<file path="src/rtl/mqtt_pkg.sv">
// ----------------------------------------------------------------------------
// MQTT deframer package
// Shared types and constants for the receive-side MQTT fixed-header deframer.
// ----------------------------------------------------------------------------
package mqtt_pkg;

  localparam int BYTE_W = 8;
  localparam int LEN_W  = 28;
  localparam int CNT_W  = 16;
  localparam int TLIM_W = 11;

  localparam logic [3:0] TYPE_CONNACK  = 4'd2;
  localparam logic [3:0] TYPE_PUBLISH  = 4'd3;
  localparam logic [3:0] TYPE_PINGRESP = 4'd13;

  typedef enum logic [2:0] {
    ROLE_TYPE      = 3'd0,
    ROLE_LENGTH    = 3'd1,
    ROLE_TOPIC_LEN = 3'd2,
    ROLE_TOPIC     = 3'd3,
    ROLE_PAYLOAD   = 3'd4,
    ROLE_DROPPED   = 3'd5,
    ROLE_OTHER     = 3'd6
  } role_t;

  typedef enum logic [2:0] {
    EV_NONE      = 3'd0,
    EV_CONN_OK   = 3'd1,
    EV_CONN_REF  = 3'd2,
    EV_INVALID   = 3'd3,
    EV_PUBLISH   = 3'd4,
    EV_PINGRESP  = 3'd5,
    EV_OTHER     = 3'd6,
    EV_MALFORMED = 3'd7
  } event_t;

  typedef enum logic [2:0] {
    PH_IDLE = 3'b001,
    PH_LEN  = 3'b010,
    PH_BODY = 3'b100
  } phase_t;

  localparam logic [1:0] REG_TOPIC_LIMIT   = 2'd0;
  localparam logic [1:0] REG_PAYLOAD_LIMIT = 2'd1;

  // One classified word travelling from the parser to the output stage.
  typedef struct packed {
    logic [BYTE_W-1:0] data_byte;
    role_t             byte_role;
    logic [3:0]        packet_type;
    logic              packet_end;
    event_t            event_code;
    logic [BYTE_W-1:0] return_code;
    logic [LEN_W-1:0]  remaining_length;
    logic [CNT_W-1:0]  payload_count;
    logic              link_up;
  } result_t;

endpackage

</file>
<file path="src/rtl/mqtt_parse.sv">
// ----------------------------------------------------------------------------
// MQTT deframer front end
// Accepts one byte per cycle while step is high, tracks the fixed header and body, tags roles.
// ----------------------------------------------------------------------------
module mqtt_parse import mqtt_pkg::*; #(
  parameter int MAX_LENGTH_BYTES = 4
) (
  input  logic              clk,
  input  logic              rst,
  input  logic              step,
  input  logic [BYTE_W-1:0] rx_byte,
  input  logic [TLIM_W-1:0] topic_limit,
  input  logic [CNT_W-1:0]  payload_limit,
  output result_t           res
);

  phase_t            phase, phase_next;
  logic [BYTE_W-1:0] type_byte, type_byte_next;
  logic [LEN_W-1:0]  length_value, length_value_next;
  logic [2:0]        len_cnt, len_cnt_next;
  logic [LEN_W-1:0]  body_count, body_count_next;
  logic [CNT_W-1:0]  topic_length, topic_length_next;
  logic [CNT_W-1:0]  kept, kept_next;
  logic [BYTE_W-1:0] ack_code, ack_code_next;
  logic              bad, bad_next;
  logic              conn, conn_next;

  logic [3:0]        ptype;
  logic [LEN_W-1:0]  shifted;
  logic [CNT_W-1:0]  cap;
  logic [LEN_W:0]    topic_end;
  logic              finish;

  assign ptype = type_byte[7:4];
  assign cap   = (payload_limit == '0) ? '0 : payload_limit - 1'b1;

  always_comb begin
    shifted = '0;
    case (len_cnt[1:0])
      2'd0: shifted = LEN_W'(rx_byte[6:0]);
      2'd1: shifted = LEN_W'({rx_byte[6:0], 7'd0});
      2'd2: shifted = LEN_W'({rx_byte[6:0], 14'd0});
      default: shifted = {rx_byte[6:0], 21'd0};
    endcase
  end

  always_comb begin
    phase_next        = phase;
    type_byte_next    = type_byte;
    length_value_next = length_value;
    len_cnt_next      = len_cnt;
    body_count_next   = body_count;
    topic_length_next = topic_length;
    kept_next         = kept;
    ack_code_next     = ack_code;
    bad_next          = bad;
    conn_next         = conn;
    finish            = 1'b0;
    topic_end         = (LEN_W+1)'(topic_length) + (LEN_W+1)'(2);
    res               = '0;
    res.data_byte     = rx_byte;
    res.byte_role     = ROLE_TYPE;
    unique case (phase)
      PH_LEN: begin
        res.byte_role = ROLE_LENGTH;
        if (len_cnt < 3'd4) begin
          length_value_next = length_value + shifted;
        end
        len_cnt_next = len_cnt + 3'd1;
        if (!rx_byte[7]) begin
          if (length_value_next == '0) begin
            finish = 1'b1;
          end else begin
            phase_next = PH_BODY;
          end
        end else if (len_cnt_next >= 3'(MAX_LENGTH_BYTES)) begin
          res.packet_end = 1'b1;
          res.event_code = EV_MALFORMED;
          phase_next     = PH_IDLE;
        end
      end
      PH_BODY: begin
        if (ptype == TYPE_PUBLISH) begin
          if (body_count < LEN_W'(2)) begin
            res.byte_role     = ROLE_TOPIC_LEN;
            topic_length_next = {topic_length[7:0], rx_byte};
            if (body_count == LEN_W'(1)) begin
              bad_next = (topic_length_next >= CNT_W'(topic_limit)) ||
                ((LEN_W+1)'(topic_length_next) + (LEN_W+1)'(2) >
                 (LEN_W+1)'(length_value));
            end
          end else if ((LEN_W+1)'(body_count) < topic_end) begin
            res.byte_role = ROLE_TOPIC;
          end else if (kept < cap) begin
            res.byte_role = ROLE_PAYLOAD;
            kept_next     = kept + 1'b1;
          end else begin
            res.byte_role = ROLE_DROPPED;
          end
        end else begin
          res.byte_role = ROLE_OTHER;
          if (ptype == TYPE_CONNACK && body_count == LEN_W'(1)) begin
            ack_code_next = rx_byte;
          end
        end
        body_count_next = body_count + 1'b1;
        if (body_count_next >= length_value) begin
          finish = 1'b1;
        end
      end
      default: begin
        type_byte_next    = rx_byte;
        length_value_next = '0;
        len_cnt_next      = '0;
        body_count_next   = '0;
        topic_length_next = '0;
        kept_next         = '0;
        ack_code_next     = '0;
        bad_next          = 1'b0;
        phase_next        = PH_LEN;
      end
    endcase
    if (finish) begin
      res.packet_end = 1'b1;
      phase_next     = PH_IDLE;
      if (ptype == TYPE_CONNACK) begin
        if (length_value_next < LEN_W'(2)) begin
          res.event_code = EV_INVALID;
        end else if (ack_code_next == '0) begin
          res.event_code = EV_CONN_OK;
          conn_next      = 1'b1;
        end else begin
          res.event_code  = EV_CONN_REF;
          res.return_code = ack_code_next;
          conn_next       = 1'b0;
        end
      end else if (ptype == TYPE_PUBLISH) begin
        if (length_value_next < LEN_W'(2) || bad_next) begin
          res.event_code = EV_INVALID;
        end else begin
          res.event_code    = EV_PUBLISH;
          res.payload_count = kept_next;
        end
      end else if (ptype == TYPE_PINGRESP) begin
        res.event_code = EV_PINGRESP;
      end else begin
        res.event_code = EV_OTHER;
      end
    end
    res.packet_type      = type_byte_next[7:4];
    res.remaining_length = length_value_next;
    res.link_up          = conn_next;
  end

  always_ff @(posedge clk) begin
    if (rst) begin
      phase        <= PH_IDLE;
      type_byte    <= '0;
      length_value <= '0;
      len_cnt      <= '0;
      body_count   <= '0;
      topic_length <= '0;
      kept         <= '0;
      ack_code     <= '0;
      bad          <= 1'b0;
      conn         <= 1'b0;
    end else if (step) begin
      phase        <= phase_next;
      type_byte    <= type_byte_next;
      length_value <= length_value_next;
      len_cnt      <= len_cnt_next;
      body_count   <= body_count_next;
      topic_length <= topic_length_next;
      kept         <= kept_next;
      ack_code     <= ack_code_next;
      bad          <= bad_next;
      conn         <= conn_next;
    end
  end

endmodule

</file>
<file path="src/rtl/mqtt_fifo.sv">
// ----------------------------------------------------------------------------
// MQTT deframer result queue
// Two-entry queue that decouples the parser from the output handshake.
// ----------------------------------------------------------------------------
module mqtt_fifo import mqtt_pkg::*; (
  input  logic    clk,
  input  logic    rst,
  input  logic    push,
  input  result_t push_data,
  output logic    full,
  output logic    not_empty,
  input  logic    pop,
  output result_t head
);

  result_t    mem [2];
  logic       wr_ptr, rd_ptr;
  logic [1:0] count;

  assign full      = (count == 2'd2);
  assign not_empty = (count != 2'd0);
  assign head      = mem[rd_ptr];

  always_ff @(posedge clk) begin
    if (push) begin
      mem[wr_ptr] <= push_data;
    end
  end

  always_ff @(posedge clk) begin
    if (rst) begin
      wr_ptr <= 1'b0;
      rd_ptr <= 1'b0;
      count  <= 2'd0;
    end else begin
      if (push) begin
        wr_ptr <= ~wr_ptr;
      end
      if (pop) begin
        rd_ptr <= ~rd_ptr;
      end
      count <= count + 2'(push) - 2'(pop);
    end
  end

endmodule

</file>
<file path="src/rtl/mqtt_rx_packet_deframer_top.sv">
// ----------------------------------------------------------------------------
// MQTT receive packet deframer
// Tags each received MQTT byte with its role and reports packet-end events.
// ----------------------------------------------------------------------------
// The block takes one broker stream byte per word on the input channel and
// returns exactly one result word per byte, in order. A byte is parsed in the
// cycle it is accepted, so a new byte can be taken every cycle; the parse
// result goes into a two-entry queue that feeds the output ports, so a stall
// on the output side only holds off input once that queue is full. The
// two limit registers sit on an APB-style port at byte addresses 0 and 4 and
// should only be written while no bytes are in flight.
module mqtt_rx_packet_deframer_top import mqtt_pkg::*; #(
  parameter int MAX_LENGTH_BYTES = 4
) (
  input  logic                 clk,
  input  logic                 rst,
  input  logic                 psel,
  input  logic                 penable,
  input  logic                 pwrite,
  input  logic [2:0]           paddr,
  input  logic [31:0]          pwdata,
  output logic [31:0]          prdata,
  output logic                 pready,
  input  logic                 in_valid,
  output logic                 in_stall,
  input  logic [BYTE_W-1:0]    rx_byte,
  output logic                 out_valid,
  input  logic                 out_stall,
  output logic [BYTE_W-1:0]    data_byte,
  output logic [2:0]           byte_role,
  output logic [3:0]           packet_type,
  output logic                 packet_end,
  output logic [2:0]           event_code,
  output logic [BYTE_W-1:0]    return_code,
  output logic [LEN_W-1:0]     remaining_length,
  output logic [CNT_W-1:0]     payload_count,
  output logic                 link_up
);

  logic [TLIM_W-1:0] topic_limit;
  logic [CNT_W-1:0]  payload_limit;
  logic              step, full;
  result_t           parsed, head;

  // Register file: writes land on the access phase.
  assign pready = 1'b1;
  always_ff @(posedge clk) begin
    if (rst) begin
      topic_limit   <= TLIM_W'(128);
      payload_limit <= CNT_W'(256);
    end else if (psel && penable && pwrite) begin
      unique case (paddr[2])
        REG_TOPIC_LIMIT[0]:   topic_limit   <= pwdata[TLIM_W-1:0];
        REG_PAYLOAD_LIMIT[0]: payload_limit <= pwdata[CNT_W-1:0];
        default: ;
      endcase
    end
  end

  always_comb begin
    prdata = '0;
    if (paddr[2] == REG_PAYLOAD_LIMIT[0]) begin
      prdata = 32'(payload_limit);
    end else begin
      prdata = 32'(topic_limit);
    end
  end

  // Input is held off only while the result queue has no room.
  assign in_stall = full;
  assign step     = in_valid && !full;

  mqtt_parse #(.MAX_LENGTH_BYTES(MAX_LENGTH_BYTES)) u_parse (
    .clk(clk), .rst(rst), .step(step), .rx_byte(rx_byte),
    .topic_limit(topic_limit), .payload_limit(payload_limit), .res(parsed)
  );

  mqtt_fifo u_fifo (
    .clk(clk), .rst(rst), .push(step), .push_data(parsed), .full(full),
    .not_empty(out_valid), .pop(out_valid && !out_stall), .head(head)
  );

  assign data_byte        = head.data_byte;
  assign byte_role        = head.byte_role;
  assign packet_type      = head.packet_type;
  assign packet_end       = head.packet_end;
  assign event_code       = head.event_code;
  assign return_code      = head.return_code;
  assign remaining_length = head.remaining_length;
  assign payload_count    = head.payload_count;
  assign link_up          = head.link_up;

endmodule

</file>
<file path="config.mk">
export PLATFORM = sky130hd
export DESIGN_NAME = mqtt_rx_packet_deframer_top
export DESIGN_NICKNAME = d
export VERILOG_FILES = /design/src/rtl/mqtt_pkg.sv /design/src/rtl/mqtt_parse.sv /design/src/rtl/mqtt_fifo.sv /design/src/rtl/mqtt_rx_packet_deframer_top.sv
export SDC_FILE = /design/constraint.sdc
export NUM_CORES = 1
export LEC_CHECK = 0
export BUFFER_PORTS_ARGS = -buffer_cell sky130_fd_sc_hd__buf_2
export CORE_ASPECT_RATIO = 1.2
export CORE_MARGIN = 1.5
export CORE_UTILIZATION = 38
export DETAILED_ROUTE_END_ITERATION = 7
export GPL_TIMING_DRIVEN = 1
export PLACE_DENSITY = 0.64
export SLEW_MARGIN = 10
export SYNTH_ARGS = -nofsm -noshare
export SYNTH_HDL_FRONTEND = slang
export SYNTH_HIERARCHICAL = 1
export SYNTH_SLANG_ARGS = --single-unit
</file>
<file path="constraint.sdc">
create_clock -name clk -period 8.1 [get_ports clk]
set_clock_uncertainty 0.2 [all_clocks]
set_input_delay 2.025 -clock clk [delete_from_list [all_inputs] [get_ports clk]]
set_output_delay 2.025 -clock clk [all_outputs]
set_load 0.02 [all_outputs]
</file>
==> out/summary.txt <==
Status: complete, no violations
Post-synthesis register bit count: 284
Worst path arrival time: 7280 ps
Vias per cell: 5.71
Vias: 15.3k
Layout cells sized above 1: 16.9%
Setup_tns: 0 ps
Initial Utilization: 38.7%
Total of max-cap violations: 0
Syn-to-layout area delta: 10.5%
GR Overflow Total: 0
GRT Overall Usage: 20.7%
Final Hold Fails: 0
Routability cong.: 0.920
Total leakage power: 0.00850 µW
Sequential element share of the synthesized area: 38.0%
Post-CTS setup buffer count: 0
Ant diodes: 0
Initial antenna violation count: 0
Worst Setup Start Kind: primary input
Highest Clock Rate: 141 MHz
Final std cells w/o fill: 2669
DR iter-0 viols: 1104
Pin count of the biggest net entering global routing: 105
Mapped cell area: 18700 µm²
Vias in the first global route: 14.8k
Final nets: 2193
Die Y: 246 µm
Slew @ Worst Pin: 1140 ps
Fin crit share: 87.8%
CP cell instances: buf_2, and2_1, ha_1, inv_1, fa_1, nand2b_1, a211oi_1, buf_4, o21a_1, a2bb2oi_1, a21o_1, a221oi_1, a2111o_1, or4_4, and2_4, or4_1, buf_4, a311oi_2
Most used cell, CP: buf_4
Period minus WS final: 7120 ps
Clk sinks: 284
Post-route ant nets: 0
Gate count after technology mapping: 1961
Wire length per cell: 19.9 µm
Hold Slack: 273 ps
Clk_lat worst skew: 580 ps
# resized after CTS: 0
Area contributors post-synth: edfxtp_1, dfxtp_1, ha_1, mux2_4, nor2_1
Hold-fix buffers at CTS: 0
Core area: 48400 µm²
Final setup fails: 0
Clk root buf: clkbuf_16
CTS H-tree depth: 1
Setup CP Type: primary input to flop
FP Rows: 88
Share of the synthesized area in the top cell type: 23.1%
Top post-synthesis cells by count: nor2_1, nand2_1, edfxtp_1
Syn Area/Cell: 9.56 µm²
WL final: 53100 µm
WP buf/inv: 4
HP Class: flop to flop
Most frequent cell after synthesis: nor2_1
Top_reg_cell synth: edfxtp_1
Area leader, netlist: edfxtp_1
PwrDens: 206 nW/µm²
I/O pins: 157
Residual DRC count: 0
HPWL after DPL: 39600 µm
Design Area, Final: 20700 µm²
RSZ-0062 raised after global routing: no
Synth cell types: 89
Input/output buffers: 121
Number of enable flip-flop cells after synthesis: 144
TritonCTS Buffers: 30
Cell family with most CP delay: compound AO/OA/AOI/OAI gates
Slew margin rel.: 23.7%
Pre-antenna DRT Iters: 6
Max incr delay on CP: 590 ps
First-pass GRT wire length: 82600 µm
FFs w/ async S/R, synth: 0%
VDD IR-drop max: 0.142 mV
CTS tree: done
Die area: 50700 µm²
Placed cell areas: 19600 µm²
Clock-pin transition on the worst setup and hold timing paths: 60 ps
Critical Path Fanout Max: 16
CP max-delay cell: or4_4
Yosys warnings: 6
Post-Place Cells: 2613
Pins over their slew limit: 0
Nature of the critical path endpoint: flop
Req. time, crit path: 8260 ps
CTS Buffer Depth: 3
Die Span X: 206 µm
## through the flow
| step | power (µW) | setup slack (ps) | util (%) |
|---|---|---|---|
| after floorplan | 2540 | 1040 | - |
| after global placement | 2770 | 494 | 40.4 |
| after detailed placement | 2790 | 481 | 40.4 |
| after CTS | 4320 | 1080 | 42.7 |
| after global routing | 4450 | 849 | 42.8 |
| final | 4270 | 985 | 42.8 |
## where the power goes
group | total, µW | internal, µW | leakage (µW) | switching [µW]
clock network | 1530 | 912 | 0.000533 | 618
registers | 1740 | 1660 | 0.00252 | 79.2
logic | 999 | 403 | 0.00545 | 597
total | 4270 | 2980 | 0.00850 | 1290
## flip-flops by register name (all words and copies together) (netlist names), 4 cells and up, named ones only
name,cells
u_fifo/mem,144
u_parse/body_count,28
u_parse/length_value,28
payload_limit,16
u_parse/kept,16
u_parse/topic_length,16
topic_limit,11
u_parse/ack_code,8
u_parse/type_byte,4
## worst register-to-register path, delay by kind of cell (launching register included)
family                     cells  cell delay [ps]
buffers and inverters          3              520
and+or+nand+nor                6             2140
adders and majority gates      3              970
DFF                            1              370
AOI/OAI and AO/OA              7             2330
## layer usage
metal / routed length [µm] / vias to the layer above / global-route usage, %
met1: 22300 / 7400 / 25.9
li1: - / 7251 / -
met5: 0 / - / 0
met4: 2030 / 0 / 8.24
met3: 2850 / 106 / 2.59
met2: 25900 / 496 / 35.8
## cells by family (layout without fill, tap and decap cells)
kind of cell | count (synthesis) | count (layout) | synth area share (%)
DFF | 284 | 284 | 38.0
and+or+nand+nor | 699 | 699 | 18.9
adders and majority gates | 128 | 128 | 8.58
muxes | 126 | 126 | 8.73
xor gates and xnor gates | 85 | 85 | 4.05
buffers and inverters | 201 | 264 | 5.68
other | 2 | 17 | 0.0401
AOI/OAI and AO/OA | 436 | 436 | 16.0
## layout make-up
type | instances | area, µm²
fillers | 4696 | 27700
clock buffers | 35 | 800
multi-input cells | 1491 | 10600
inverters | 61 | 229
flip-flops and latches | 284 | 7130
well taps | 630 | 788
clock inverters | 21 | 317
repair buffers | 147 | 803
## placed cells by master (no fill, tap or decap), drive strengths merged, types with 12 or more instances in the layout
master  Yosys  routed
nand4      33      33
nor3       37      37
a21o       46      46
or3        12      12
nor4       20      20
a31oi      18      18
and2       48      48
nor2      174     174
mux2i      36      36
a22o       15      15
nand2     148     148
a211oi     14      14
dfxtp     140     140
edfxtp    144     144
nand2b     53      53
xnor2      42      42
nor2b      20      20
conb        2      17
nand3      69      69
a22oi      59      59
mux2       90      90
buf        55     147
o21ai      72      72
inv        61      66
clkbuf     85      35
a21oi     117     117
xor2       42      42
ha        127     127
and3       42      42
## worst paths after layout
kind	startpoint	end	slack, ps	cells past startpoint
setup / recovery	rx_byte[0]	u_fifo/mem[0][6]	980	18
hold reg to reg	u_parse/conn	u_parse/conn	270	2
setup reg to reg	u_parse/len_cnt[0]	u_fifo/mem[0][6]	1350	19
hold / removal	u_parse/conn	u_parse/conn	270	2
Note: power is estimated with default switching activity, not from simulation.
